**src/hw/rtl/dfir_pkg.sv**
```systemverilog
// shared constants, types and coefficient rom of the decimating fir filter
package dfir_pkg;

  localparam int TAPS_DEF        = 32;
  localparam int SAMPLE_BITS_DEF = 16;
  localparam int COEF_BITS       = 16;
  localparam int ROM_DEPTH       = 32;
  localparam int ROM_IDX_W       = 5;
  localparam int OUT_BITS        = 37;
  localparam int IDX_BITS        = 16;
  localparam int DECIM_W         = 5;
  localparam int PHASE_W         = 4;
  localparam int TAPS_W          = 6;
  localparam int ADDR_BITS       = 3;
  localparam int DATA_BITS       = 32;

  localparam logic [DECIM_W-1:0] MAX_DECIM = 5'd16;
  localparam logic [DECIM_W-1:0] DECIM_RST = 5'd2;
  localparam logic [TAPS_W-1:0]  TAPS_RST  = 6'd32;

  // register index, taken from the word address bit of paddr
  typedef enum logic {
    REG_DECIM = 1'b0,
    REG_TAPS  = 1'b1
  } cfg_reg_t;

  // valid flag and result index that travel alongside the sums
  typedef struct packed {
    logic                valid;
    logic [IDX_BITS-1:0] idx;
  } pipe_tag_t;

  // symmetric low-pass taps in q1.15
  localparam logic signed [COEF_BITS-1:0] COEF_ROM [ROM_DEPTH] = '{
    -16'sd476,  -16'sd509,  16'sd546,   16'sd590,   -16'sd641,  -16'sd702,  16'sd776,   16'sd868,
    -16'sd983,  -16'sd1135, 16'sd1341,  16'sd1639,  -16'sd2107, -16'sd2950, 16'sd4917,  16'sd14751,
    16'sd14751, 16'sd4917,  -16'sd2950, -16'sd2107, 16'sd1639,  16'sd1341,  -16'sd1135, -16'sd983,
    16'sd868,   16'sd776,   -16'sd702,  -16'sd641,  16'sd590,   16'sd546,   -16'sd509,  -16'sd476
  };

  // taps past the end of the rom weigh zero
  function automatic logic signed [COEF_BITS-1:0] coef(input int k);
    logic [31:0] kb;
    kb = 32'(k);
    if (k < ROM_DEPTH) begin
      return COEF_ROM[kb[ROM_IDX_W-1:0]];
    end
    return '0;
  endfunction

endpackage

```
**src/hw/rtl/dfir_tap_cell.sv**
```systemverilog
// one tap cell: a delay line stage, its coefficient multiplier and product register
module dfir_tap_cell #(
  parameter int SAMPLE_BITS = dfir_pkg::SAMPLE_BITS_DEF,
  parameter logic signed [dfir_pkg::COEF_BITS-1:0] COEF = '0
) (
  input  logic                                                clk,
  input  logic                                                rst_n,
  input  logic                                                shift_en,
  input  logic                                                clr,
  input  logic                                                use_tap,
  input  logic signed [SAMPLE_BITS-1:0]                       x_in,
  output logic signed [SAMPLE_BITS-1:0]                       x_out,
  output logic signed [SAMPLE_BITS+dfir_pkg::COEF_BITS-1:0]   prod_out
);
  import dfir_pkg::*;

  localparam int PROD_W = SAMPLE_BITS + COEF_BITS;

  logic signed [SAMPLE_BITS-1:0] x_r;
  logic signed [SAMPLE_BITS-1:0] x_nxt;
  logic signed [PROD_W-1:0]      prod_r;
  logic signed [PROD_W-1:0]      prod_nxt;
  logic signed [PROD_W-1:0]      x_ext;
  logic signed [PROD_W-1:0]      c_ext;

  always_comb begin
    x_nxt    = clr ? '0 : x_in;
    x_ext    = PROD_W'(x_nxt);
    c_ext    = PROD_W'(COEF);
    prod_nxt = use_tap ? x_ext * c_ext : '0;
  end

  always_ff @(posedge clk) begin
    if (!rst_n) begin
      x_r <= '0;
    end else if (shift_en) begin
      x_r <= x_nxt;
    end
  end

  // product follows the window of the word just taken
  always_ff @(posedge clk) begin
    if (shift_en) begin
      prod_r <= prod_nxt;
    end
  end

  assign x_out    = x_r;
  assign prod_out = prod_r;

endmodule

```
**config.mk**
```make
export PLATFORM = sky130hd
export DESIGN_NAME = dfir_tap_cell
export DESIGN_NICKNAME = d
export VERILOG_FILES = /design/src/hw/rtl/dfir_pkg.sv /design/src/hw/rtl/dfir_tap_cell.sv
export SDC_FILE = /design/constraint.sdc
export NUM_CORES = 1
export LEC_CHECK = 0
export BUFFER_PORTS_ARGS = -buffer_cell sky130_fd_sc_hd__clkbuf_2
export CAP_MARGIN = 10
export CORE_MARGIN = 1
export CORE_UTILIZATION = 35
export DETAILED_ROUTE_END_ITERATION = 16
export HOLD_SLACK_MARGIN = 0.02
export PLACE_DENSITY = 0.75
export SYNTH_ARGS = -nofsm -noshare
export SYNTH_HDL_FRONTEND = slang
export SYNTH_SLANG_ARGS = --single-unit
```
**constraint.sdc**
```tcl
create_clock -name clk -period 1 [get_ports clk]
set_input_delay 0.15 -clock clk [delete_from_list [all_inputs] [get_ports clk]]
set_output_delay 0.15 -clock clk [all_outputs]
set_load 0.01 [all_outputs]
```
### Word level (Yosys, flattened, before mapping)

Index checks and enable logic that the tools add are counted.

| storage, ports and cells | value |
|---|---|
| register bits after elaboration | 16 |
| latch bits | 0 |
| RAM bits | 0 |
| ROM bits | 0 |
| bits of input ports | 21 |
| output and inout bits | 48 |
| logic and storage cells | 2 |
| memories kept | 0 |

| operators by class | value |
|---|---|
| $add $sub $neg | 0 |
| multiply operators | 0 |
| divide/modulo/power cells | 0 |
| $lt $le $gt $ge | 0 |
| eq/ne operators | 0 |
| shift operators | 0 |
| mux-type cells | 1 |
| bitwise logic cells | 0 |
| reductions and logical operators | 0 |

Operator list:

| cell | number |
|---|---|
| 16-bit 2-to-1 mux | 1 |

### Longest topological paths before layout

| logic depth | value |
|---|---|
| word-level depth | 1 |
| gate-level depth with buffers | 3 |
| depth with buffers taken out | 2 |

### Least setup slack after synthesis

OpenSTA, ideal clock, no wires.

| path | value |
|---|---|
| path kind | input to register |
| from | in clr |
| to | reg x_r[10], in the netlist x_out[10] |
| library setup time | 67 ps |
| arrival time | 611 ps |
| data required time | 933 ps |
| slack | 322 ps |
| stages | 3 |
| path buffers | 1 |
| cells stage by stage | nand2b_2 -> buf_6 -> o21ai_2 |

| between the ends | value |
|---|---|
| longest elaborated chain between the ends | 1 |

RTL lines:

| item | line | RTL |
|---|---|---|
| from (decl) | dfir_tap_cell.sv:9 | `input logic clr,` |
| 16-bit 2-to-1 mux | dfir_tap_cell.sv:27 | `x_nxt = clr ? '0 : x_in;` |
| to (signal assigned) | dfir_tap_cell.sv:37 | `x_r <= x_nxt;` |
| to (decl) | dfir_tap_cell.sv:19 | `logic signed [SAMPLE_BITS-1:0] x_r;` |

Every way passes these cells.
A chain may end at the register's enable or synchronous reset.

### Worst setup path after layout

| path | value |
|---|---|
| from | reg x_r[2], in the netlist x_out[2] |
| to | out x_out[2] |

RTL lines:

| item | line | RTL |
|---|---|---|
| to (decl) | dfir_tap_cell.sv:12 | `output logic signed [SAMPLE_BITS-1:0] x_out,` |

No word-level cell between the ends.

==> out/qor.csv <==
stage,metric,value,unit
timing,RSZ-0062 raised after global routing,false,
synthesis,area share of fa/ha/maj cells after synthesis,0,
synthesis,sequential-to-total area share from yosys stat,0.353,
synthesis,Synth Cell Area,908,um2
worst_hold_path,origin of the worst min-delay path,x_in[2],
critical_path,"Arr. time, crit path",0.77,ns
worst_hold_path,worst hold path class,primary input to register,
floorplanning,Core Region,0.00245,mm2
global_route,met3 usage,0.0316,
job,max_cap viols,0,
global_route,largest net degree at the start of global routing,33,
status,status,finished clean,
clock_tree,CTS resizes,0,
critical_path,"Cell Chain, Critical Path",clkbuf_2,
layout,Final #Nets,162,
synthesis,mux cell area share after synthesis,0,
synthesis,"FF+latch count, synth",16,
synthesis,Mean Syn Cell Area,8.82,um2
placed_design,cell total after placement,166,
layout,Antenna diodes,0,
floorplanning,die area,0.00280,mm2
synthesis,combinational family with the most area after synthesis,buffers and inverters,
global_route,total track usage,0.115,
detailed_routing,Via Count,695,
clock_tree,Root Buffer Master,clkbuf_4,
floorplanning,Die Height,52.9,um
clock_tree,TritonCTS Buffers,3,
detailed_routing,Antenna Violating Nets Remaining,0,
critical_path,worst r2r src,x_out[8]$_SDFFE_PN0P_,
global_route,GR peak layer,met2,
floorplanning,starting density of the core,0.370,
clock_tree,CTS tree,done,
clock_tree,H-tree Lvls,1,
floorplanning,row count,18,
critical_path,WP data required,0.85,ns
pwr,Worst VDD drop,0.485,mV
clock_tree,Skew-Pair Late Insertion Delay,0.27,ns
synthesis,simple-gate share of the synthesized area,0.218,
critical_path,critical path launch point,x_out[2]$_SDFFE_PN0P_,
synthesis,Synth Area in XOR/XNOR,0,
clock_tree,CTS hold repair buffers,0,
clock_tree,clock sink count,16,
critical_path,Crit-path slowest cell,dfxtp_1,
timing,Final Hold Fails,0,
timing,final worst setup slack,0.0807,ns
layout,share of layout cells above drive strength 1,0.386,
timing,period utilization,0.919,
synthesis,Yosys cell types,13,
global_route,met2 usage,0.213,
global_route,met1 Use GR,0.117,
floorplanning,number of I/O pins,69,
placed_design,hpwl dp,1.26,mm
clock_tree,Clock transition at path regs,0.10,ns
synthesis,post-synthesis compound-gate area fraction,0.124,
detailed_routing,DR WL/cell,9.26,um
critical_path,CP endpoint kind,output pin,
global_route,total grt overflow,0,
clock_tree,deepest clock path buffer count,2,
timing,Clock Skews,0,ns
timing,final setup violation count,0,
detailed_routing,vias per inst,4.09,
critical_path,WS Path Type,register to output pin,
synthesis,Post-Synthesis Cells,103,
timing,Pins Over Slew Limit,0,
critical_path,Buf/Inv on CP,1,
pwr,Pwr Density,1270,mW/mm2
global_route,first-pass GRT wire length,2.34,mm
layout,max reg flops,16,
placed_design,DP Worst Slack,0.161,ns
detailed_routing,DRC Markers,0,
critical_path,worst stage delay on the critical path,0.35,ns
timing,Hold WS,0.0738,ns
timing,sum of negative setup slack,0,ns
layout,Final Non-Filler Cells,170,
global_route,initial antenna violation count,0,
pwr,Leak,0.537,nW
detailed_routing,drt first pass iters,2,
detailed_routing,final WL,1.58,mm
timing,fin crit period,0.919,ns
layout,Area Overhead vs Synth,16.1,%
synthesis,Ys Warns,0,
detailed_routing,Initial DRC Count,4,
placed_design,PortBufs,35,
critical_path,CP top delay family,flip-flops,
placed_design,Placer Congestion,0.640,
critical_path,Max Fanout on Critical Path,2,
floorplanning,Die X-Extent,52.9,um
global_route,vias in the first global route,588,
clock_tree,post-CTS setup repair buffer count,0,
critical_path,Worst setup SP type,register,
timing,FMAX,1.09,GHz
## worst min-delay path, cell delays in order
cell,delay [ns]
clkbuf_2,0.08
nand2_1,0.05
o21ai_1,0.05
## report_power, final
group          switching (W)  leakage (nW)  internal [W]
sequential         0.0000125         0.131      0.000662
combinational       0.000146         0.385     0.0000930
clock               0.000201        0.0210      0.000221
## per-layer routing
| layer | vias to the layer above | wire length (um) | share of wire |
|---|---|---|---|
| met1 | 306 | 626 | 0.40 |
| met3 | 0 | 145 | 0.092 |
| met2 | 39 | 803 | 0.51 |
| li1 | 350 | - | - |
| met4 | 0 | 0 | 0 |
| met5 | - | 0 | 0 |
## cell families after synthesis
family | after synthesis
and+or+nand+nor | 34
other | 1
AOI/OAI and AO/OA | 15
DFF | 16
buffers and inverters | 37
## per-stage QoR
stage / total power (W) / utilization / area (um2)
final: 0.00134 / 0.430 / 1050
after global routing: 0.00141 / 0.430 / 1050
after CTS: 0.00135 / 0.430 / 1050
after detailed placement: 0.000929 / 0.415 / 1020
after global placement: 0.000923 / 0.415 / 1020
after floorplan: 0.000928 / - / 1020
## layout by cell type, fill, tap and decap left out, drive strengths merged
cell,Yosys,layout
clkbuf,1,39
conb,1,32
nand2,16,16
nand3b,16,16
dfxtp,16,16
o21ai,15,15
buf,36,4
nand2b,1,1
nand4b,1,1
## cell type report
class	count	area (um2)
multi-input combinational	81	430
clock buffer	4	36.3
sequential	16	320
timing repair buffer	39	230
fill	250	1400
tap	30	37.5
## path summary, 6_finish.rpt
path / end / slack, ns / depth (start not counted)
max reg2reg: x_out[8]$_SDFFE_PN0P_ / 0.42 / 2
min reg2reg: x_out[14]$_SDFFE_PN0P_ / 0.48 / 2
min: x_out[2]$_SDFFE_PN0P_ / 0.07 / 3
max: x_out[2] / 0.08 / 1
## synth_stat cells (all sizes together)
library cell / count / area share
buf: 36 / 0.30
clkbuf: 1 / 0.0055
conb: 1 / 0.0041
dfxtp: 16 / 0.35
nand2: 16 / 0.066
nand2b: 1 / 0.0096
nand3b: 16 / 0.13
nand4b: 1 / 0.0096
o21ai: 15 / 0.12
Power figures use the tool's default switching activity.
