[config.mk]
export PLATFORM = sky130hd
export DESIGN_NAME = dfir_add_tree
export DESIGN_NICKNAME = d
export VERILOG_FILES = /design/src/hw/rtl/dfir_pkg.sv /design/src/hw/rtl/dfir_add_tree.sv
export SDC_FILE = /design/constraint.sdc
export NUM_CORES = 2
export LEC_CHECK = 0
export BUFFER_PORTS_ARGS = -buffer_cell sky130_fd_sc_hd__clkbuf_2
export CORE_AREA = 3 3 496 498
export CTS_CLUSTER_SIZE = 25
export DETAILED_ROUTE_END_ITERATION = 7
export DIE_AREA = 0 0 499 501
export PLACE_DENSITY_LB_ADDON = 0.05
export RECOVER_POWER = 100
export SLEW_MARGIN = 20
export SYNTH_ARGS = -nofsm -noshare
export SYNTH_HDL_FRONTEND = slang
export SYNTH_SLANG_ARGS = --single-unit
[constraint.sdc]
create_clock -name clk -period 24.2 [get_ports clk]
set_clock_uncertainty 0.1 [all_clocks]
set_input_delay 4.84 -clock clk [delete_from_list [all_inputs] [get_ports clk]]
set_output_delay 4.84 -clock clk [all_outputs]
set_load 0.05 [all_outputs]
[src/hw/rtl/dfir_pkg.sv]
// shared constants, types and coefficient rom of the decimating fir filter
package dfir_pkg;

  localparam int TAPS_DEF        = 32;
  localparam int SAMPLE_BITS_DEF = 16;
  localparam int COEF_BITS       = 16;
  localparam int ROM_DEPTH       = 32;
  localparam int ROM_IDX_W       = 5;
  localparam int OUT_BITS        = 37;
  localparam int IDX_BITS        = 16;
  localparam int DECIM_W         = 5;
  localparam int PHASE_W         = 4;
  localparam int TAPS_W          = 6;
  localparam int ADDR_BITS       = 3;
  localparam int DATA_BITS       = 32;

  localparam logic [DECIM_W-1:0] MAX_DECIM = 5'd16;
  localparam logic [DECIM_W-1:0] DECIM_RST = 5'd2;
  localparam logic [TAPS_W-1:0]  TAPS_RST  = 6'd32;

  // register index, taken from the word address bit of paddr
  typedef enum logic {
    REG_DECIM = 1'b0,
    REG_TAPS  = 1'b1
  } cfg_reg_t;

  // valid flag and result index that travel alongside the sums
  typedef struct packed {
    logic                valid;
    logic [IDX_BITS-1:0] idx;
  } pipe_tag_t;

  // symmetric low-pass taps in q1.15
  localparam logic signed [COEF_BITS-1:0] COEF_ROM [ROM_DEPTH] = '{
    -16'sd476,  -16'sd509,  16'sd546,   16'sd590,   -16'sd641,  -16'sd702,  16'sd776,   16'sd868,
    -16'sd983,  -16'sd1135, 16'sd1341,  16'sd1639,  -16'sd2107, -16'sd2950, 16'sd4917,  16'sd14751,
    16'sd14751, 16'sd4917,  -16'sd2950, -16'sd2107, 16'sd1639,  16'sd1341,  -16'sd1135, -16'sd983,
    16'sd868,   16'sd776,   -16'sd702,  -16'sd641,  16'sd590,   16'sd546,   -16'sd509,  -16'sd476
  };

  // taps past the end of the rom weigh zero
  function automatic logic signed [COEF_BITS-1:0] coef(input int k);
    logic [31:0] kb;
    kb = 32'(k);
    if (k < ROM_DEPTH) begin
      return COEF_ROM[kb[ROM_IDX_W-1:0]];
    end
    return '0;
  endfunction

endpackage

[src/hw/rtl/dfir_add_tree.sv]
// registered binary adder tree with per-level valid and stall collapsing
module dfir_add_tree #(
  parameter int LEAVES = 32,
  parameter int SUM_W  = 37
) (
  input  logic                     clk,
  input  logic                     rst_n,
  input  dfir_pkg::pipe_tag_t      leaf_tag,
  input  logic signed [SUM_W-1:0]  leaf [LEAVES],
  output logic                     leaf_take,
  output dfir_pkg::pipe_tag_t      root_tag,
  input  logic                     root_ready,
  output logic signed [SUM_W-1:0]  root_sum
);
  import dfir_pkg::*;

  localparam int LVLS = $clog2(LEAVES);

  // heap layout: node 1 is the root, children of i are 2i and 2i+1
  logic signed [SUM_W-1:0] node_w [1:2*LEAVES-1];
  logic signed [SUM_W-1:0] node_r [1:LEAVES-1];
  pipe_tag_t               tag_r  [LVLS];
  pipe_tag_t               tag_in [LVLS];
  logic [LVLS-1:0]         lvl_en;

  // a level may load when empty or when its contents move on
  always_comb begin
    lvl_en[0] = !tag_r[0].valid || root_ready;
    for (int d = 1; d < LVLS; d++) begin
      lvl_en[d] = !tag_r[d].valid || lvl_en[d-1];
    end
  end

  assign leaf_take = !leaf_tag.valid || lvl_en[LVLS-1];

  genvar i, d, j;
  generate
    for (i = 1; i < LEAVES; i++) begin : g_node_w
      assign node_w[i] = node_r[i];
    end
    for (i = 0; i < LEAVES; i++) begin : g_leaf_w
      assign node_w[LEAVES+i] = leaf[i];
    end

    for (d = 0; d < LVLS; d++) begin : g_lvl
      if (d == LVLS-1) begin : g_in_leaf
        assign tag_in[d] = leaf_tag;
      end else begin : g_in_node
        assign tag_in[d] = tag_r[d+1];
      end

      always_ff @(posedge clk) begin
        if (!rst_n) begin
          tag_r[d] <= '0;
        end else if (lvl_en[d]) begin
          tag_r[d] <= tag_in[d];
        end
      end

      for (j = 0; j < (1 << d); j++) begin : g_add
        always_ff @(posedge clk) begin
          if (lvl_en[d]) begin
            node_r[(1 << d) + j] <= node_w[2*((1 << d) + j)] + node_w[2*((1 << d) + j) + 1];
          end
        end
      end
    end
  endgenerate

  assign root_tag = tag_r[0];
  assign root_sum = node_r[1];

endmodule

Word-level counts from Yosys, hierarchy flattened
Memory sizes are Yosys's and may differ from the RTL's.
Cells that the tools add are included.
Widths: inputs -> output; s select.
- bits of input ports: 1204
- RAM bits: 1232
- logic and storage cells: 76
- register bits: 0
- memories: 2
- memories (memory ; words ; bits a word ; rd ports ; clocked after Yosys merged registers in ; wr ports ; line ; RTL):
    node_r ; 31 ; 37 ; 31 ; 0 ; 31 ; dfir_add_tree.sv:21 ; logic signed [SUM_W-1:0] node_r [1:LEAVES-1];
    tag_r ; 5 ; 17 ; 5 ; 0 ; 5 ; dfir_add_tree.sv:22 ; pipe_tag_t tag_r [LVLS];
- bitwise gates (word level): 5
- reductions and logical operators: 12
- mux-type cells: 26
- add/subtract/negate cells: 31
- operator list (operator ; count):
    $add 37x37->37 ; 31
    $mux 17 ; 5
    $mux 1 ; 21
    $logic_not 1->1 ; 6
    $logic_or 1x1->1 ; 6
    $or 1x1->1 ; 5

Depth between registers and ports, before layout
- word-level depth: 10
- gate-level depth with buffers: 12
- mapped depth without buffers: 12

Worst setup path after synthesis
Ideal clock, no wire load.
- kind: input port to flip-flop
- from: input port root_ready
- to: memory tag_r[4][10] in the netlist's numbering, data pin
- required time: 23.846 ns
- stages: 7
- path buffers: 2
- slack: 0.955 ns
- data arrival time: 22.892 ns
- cells stage by stage: nor2b_1 > and2_1 > and3_1 > clkbuf_1 > nand2_1 > clkbuf_1 > and3_1
- RTL lines (what ; line ; RTL):
    start: declaration ; dfir_add_tree.sv:12 ; input logic root_ready,
    end: declaration ; dfir_add_tree.sv:22 ;

==> flow_summary_export.csv <==
group,metric,value,unit
sta,layout_setup_ws,8.54,ns
hold_path,hold_depth,1,
floorplan,ios,1259,
worst_setup_path,required,24.41,ns
finish,stdcell_area,0.106,sq mm
detailed_routing,drc,0,
sta,fin_tns_setup,0,ns
detailed_routing,vias,72096,
placement,postPlaceCellArea,0.101,sq mm
clocking,post_cts_buffers,0,
grt,first_global_vias,71621,
grt,antenna_found_initial,21,
worst_setup_path,cp-end-kind,"flop",
placement,hpwl,238000,microns
worst_setup_path,cp_max_fo,73,
pwr,power.clock.fraction,18.2,%
clocking,hold_buffers,0,
placement,gp_congestion,0.934,
worst_setup_path,r2r-start,"tag_r[0][16]$_SDFFCE_PN0P_",
synth,synth_top_cell_by_area,"edfxtp_1",
synth,netlist_instances,8737,
synth,yosys_warnings,0,
synth,synth_edf_count,1232,
synth,synth_compound_area_share,21.7,%
detailed_routing,drt_wl_total,286000,microns
grt,grt_overflow_total,0,
floorplan,die_w,499,microns
sta,max_slew.worst_pin.slew,4.04,ns
finish,nets,12356,
clocking,root_buffer,"clkbuf_16",
synth,synth_top_area_share,40.5,%
detailed_routing,drtAntennaViolNets,0,
sta,rsz0062_at_grt,"no",
sta,fin_crit,15.66,ns
clocking,clock_path_buffers,3,
floorplan,die_area,0.250,sq mm
pwr,p_int,7680,uW
synth,yosys_register_bits,1232,
pwr,power_density,123,mW/mm^2
synth,synth_adder_area_share,16.0,%
detailed_routing,drtIter0Drc,4562,
pwr,pwr-share-comb,51.5,%
finish,drive_gt1_share,14.3,%
clocking,cts_tree,"yes",
synth,synth_ff_type,"edfxtp_1",
sta,maxSlewViolCount,1186,
floorplan,fp-row-count,181,
synth,synth.most_common_cell,"edfxtp_1",
grt,grt_max_degree,82,
floorplan,die_y,501,microns
synth,async_flop_share,0,%
synth,ys_top_cells_by_count,"1232 x edfxtp_1, 1116 x ha_1, 945 x a21oi_1",
run,cap_violations,21,
worst_setup_path,reg2reg_slack,12.16,ns
synth,synth.cell_area,0.0914,sq mm
finish,fill_cells,23383,
clocking,cts.sinks,1232,
clocking,clk_latency,0.80,ns
finish,syn2layout_area_growth,16.0,%
synth,synth_cell_types,93,
pwr,p_sw,5310,uW
synth,seq_area_frac_synth,40.5,%
sta,slew_headroom,-169,%
floorplan,start_util,37.7,%
synth,synthXorXnorAreaFrac,10.1,%
grt,grt_pass1_wl,430000,microns
worst_setup_path,arrival,15.87,ns
status,status,"finished with violations",
hold_path,hold_class,"reg -> reg",
status,violations,"capacitance limit, slew limit",
sta,setup_viol,0,
synth,muxShareOfSynthArea,0.0110,%
pwr,ir_worst_vdd,0.0815,mV
clocking,clkSlewWorstSetupHoldPaths,0.06,ns
floorplan,core,0.243,sq mm
clocking,htreeDepth,4,
detailed_routing,dr.pass1.iters,6,
finish,fin_cells,13344,
synth,syn_avg_cell_area,10.5,sq um
synth,syn-num-nets,11088,
hold_path,min_from,"tag_r[4][14]$_SDFFCE_PN0P_",
placement,pre_cts_slack,12.89,ns
pwr,p_sw_share,40.9,%
placement,placed_cells,13055,
hold_path,holdPathEnd,"tag_r[3][14]$_SDFFCE_PN0P_",
worst_setup_path,cp-start-kind,"input port",
pwr,leakagePower,0.0471,uW
clocking,cts_resized,0,
synth,synth_simple_gate_area_share,10.1,%
sta,fmax,0.0639,GHz
synth,synth_top_family_by_area,"compound AO/OA/AOI/OAI gates",
pwr,seq_power_share,30.3,%
grt,grt_usage,22.1,%
detailed_routing,post_drt_wl_per_cell,21.5,microns
worst_setup_path,reg2reg_to,"node_r[0][984]$_DFFE_PP_",
sta,min_period_over_period,64.7,%
detailed_routing,viasPerCell,5.40,
worst_setup_path,worst_r2r_path_depth,8,
clocking,cts_made_buffers,150,
synth,yosys-top-cells-area,"edfxtp_1 40%, ha_1 15%, xnor2_1 6.9%",
sta,hold_viol_final,0,
placement,io_buffers,1258,
worst_setup_path,critPathKind,"in -> reg",
## power by group through the flow
stage | sequential [uW] | clock, uW | combinational, uW
2_1_floorplan | 3750 | 0 | 4910
3_3_place_gp | 4000 | 0 | 6730
3_5_place_dp | 3990 | 0 | 6740
4_1_cts | 3960 | 2440 | 6810
5_1_grt | 4010 | 2530 | 7450
6_report | 3940 | 2360 | 6690
## area by class of cell
cell class / count / area [sq um] / share of cell area [%]
Multi-Input combinational cell: 7138 / 52700 / 49.7
Sequential cell: 1232 / 37000 / 34.9
Timing Repair Buffer: 1279 / 6280 / 5.92
Tap cell: 3202 / 4010 / 3.78
Clock buffer: 170 / 3890 / 3.67
Clock inverter: 108 / 1310 / 1.23
Inverter: 204 / 768 / 0.725
Antenna cell: 11 / 27.5 / 0.0260
## worst max-delay path, cell delays in order
cell and delay, ns:
clkbuf_2 0.07, nor2b_1 0.07, and2_0 0.24, and3_1 0.31
nand2_1 1.19, clkbuf_1 1.54, clkbuf_1 2.69, clkbuf_1 1.75
clkbuf_1 2.93
## registers in the layout, summed over array words and instances (netlist names)
name and count:
node_r 1147, tag_r 85
## cells by family (layout without fill, tap and decap cells)
logic type                 Yosys count  count (layout)
buffers and inverters              367            1761
muxes                                1               1
and+or+nand+nor                   1859            1859
adders and majority gates         1147            1147
DFF                               1232            1232
other                                0              11
AOI/OAI and AO/OA                 3077            3077
xor gates and xnor gates          1054            1054
## worst max-delay path by stage
stage                     from                         end  cells past startpoint
global route        root_ready   node_r[0][1027]$_DFFE_PP_                     10
detailed placement  root_ready                   leaf_take                      6
floorplan           root_ready  tag_r[4][10]$_SDFFCE_PN0P_                      7
global placement    root_ready                   leaf_take                      6
finish              root_ready    node_r[0][984]$_DFFE_PP_                      9
CTS                 root_ready                   leaf_take                      6
## per-stage QoR
step	hold WS, ns	utilization, %	power (uW)
finish	0.414	43.7	13000
CTS	0.411	43.8	13200
detailed placement	0.401	41.7	10700
floorplan	0.397	-	8660
global route	0.436	43.7	14000
global placement	0.407	41.7	10700
## placed cells by master, fill, tap and decap left out, types with 119 or more instances in the layout
cell type,netlist,final
edfxtp_1,1232,1232
clkbuf_2,2,1175
ha_1,1116,1116
a21oi_1,945,946
xnor2_1,720,720
a21o_1,634,634
o21ai_0,517,533
nand2_1,462,462
nor2_1,452,452
xor2_1,334,334
inv_1,204,201
clkbuf_16,0,153
nor2b_1,150,150
nand3_1,149,149
and3_1,143,144
nand2b_1,141,141
o21bai_1,140,140
o21a_1,132,132
a31oi_1,127,127
clkbuf_1,122,119
## per-layer routing
metal / global-route usage, % / routed length (microns) / vias to the layer above
li1: - / - / 35843
met1: 29.4 / 129000 / 34249
met2: 38.3 / 140000 / 1747
met3: 2.87 / 12300 / 253
met4: 5.00 / 5710 / 4
met5: 0 / 34 / -
No activity file was read; power rests on OpenSTA's default activity.
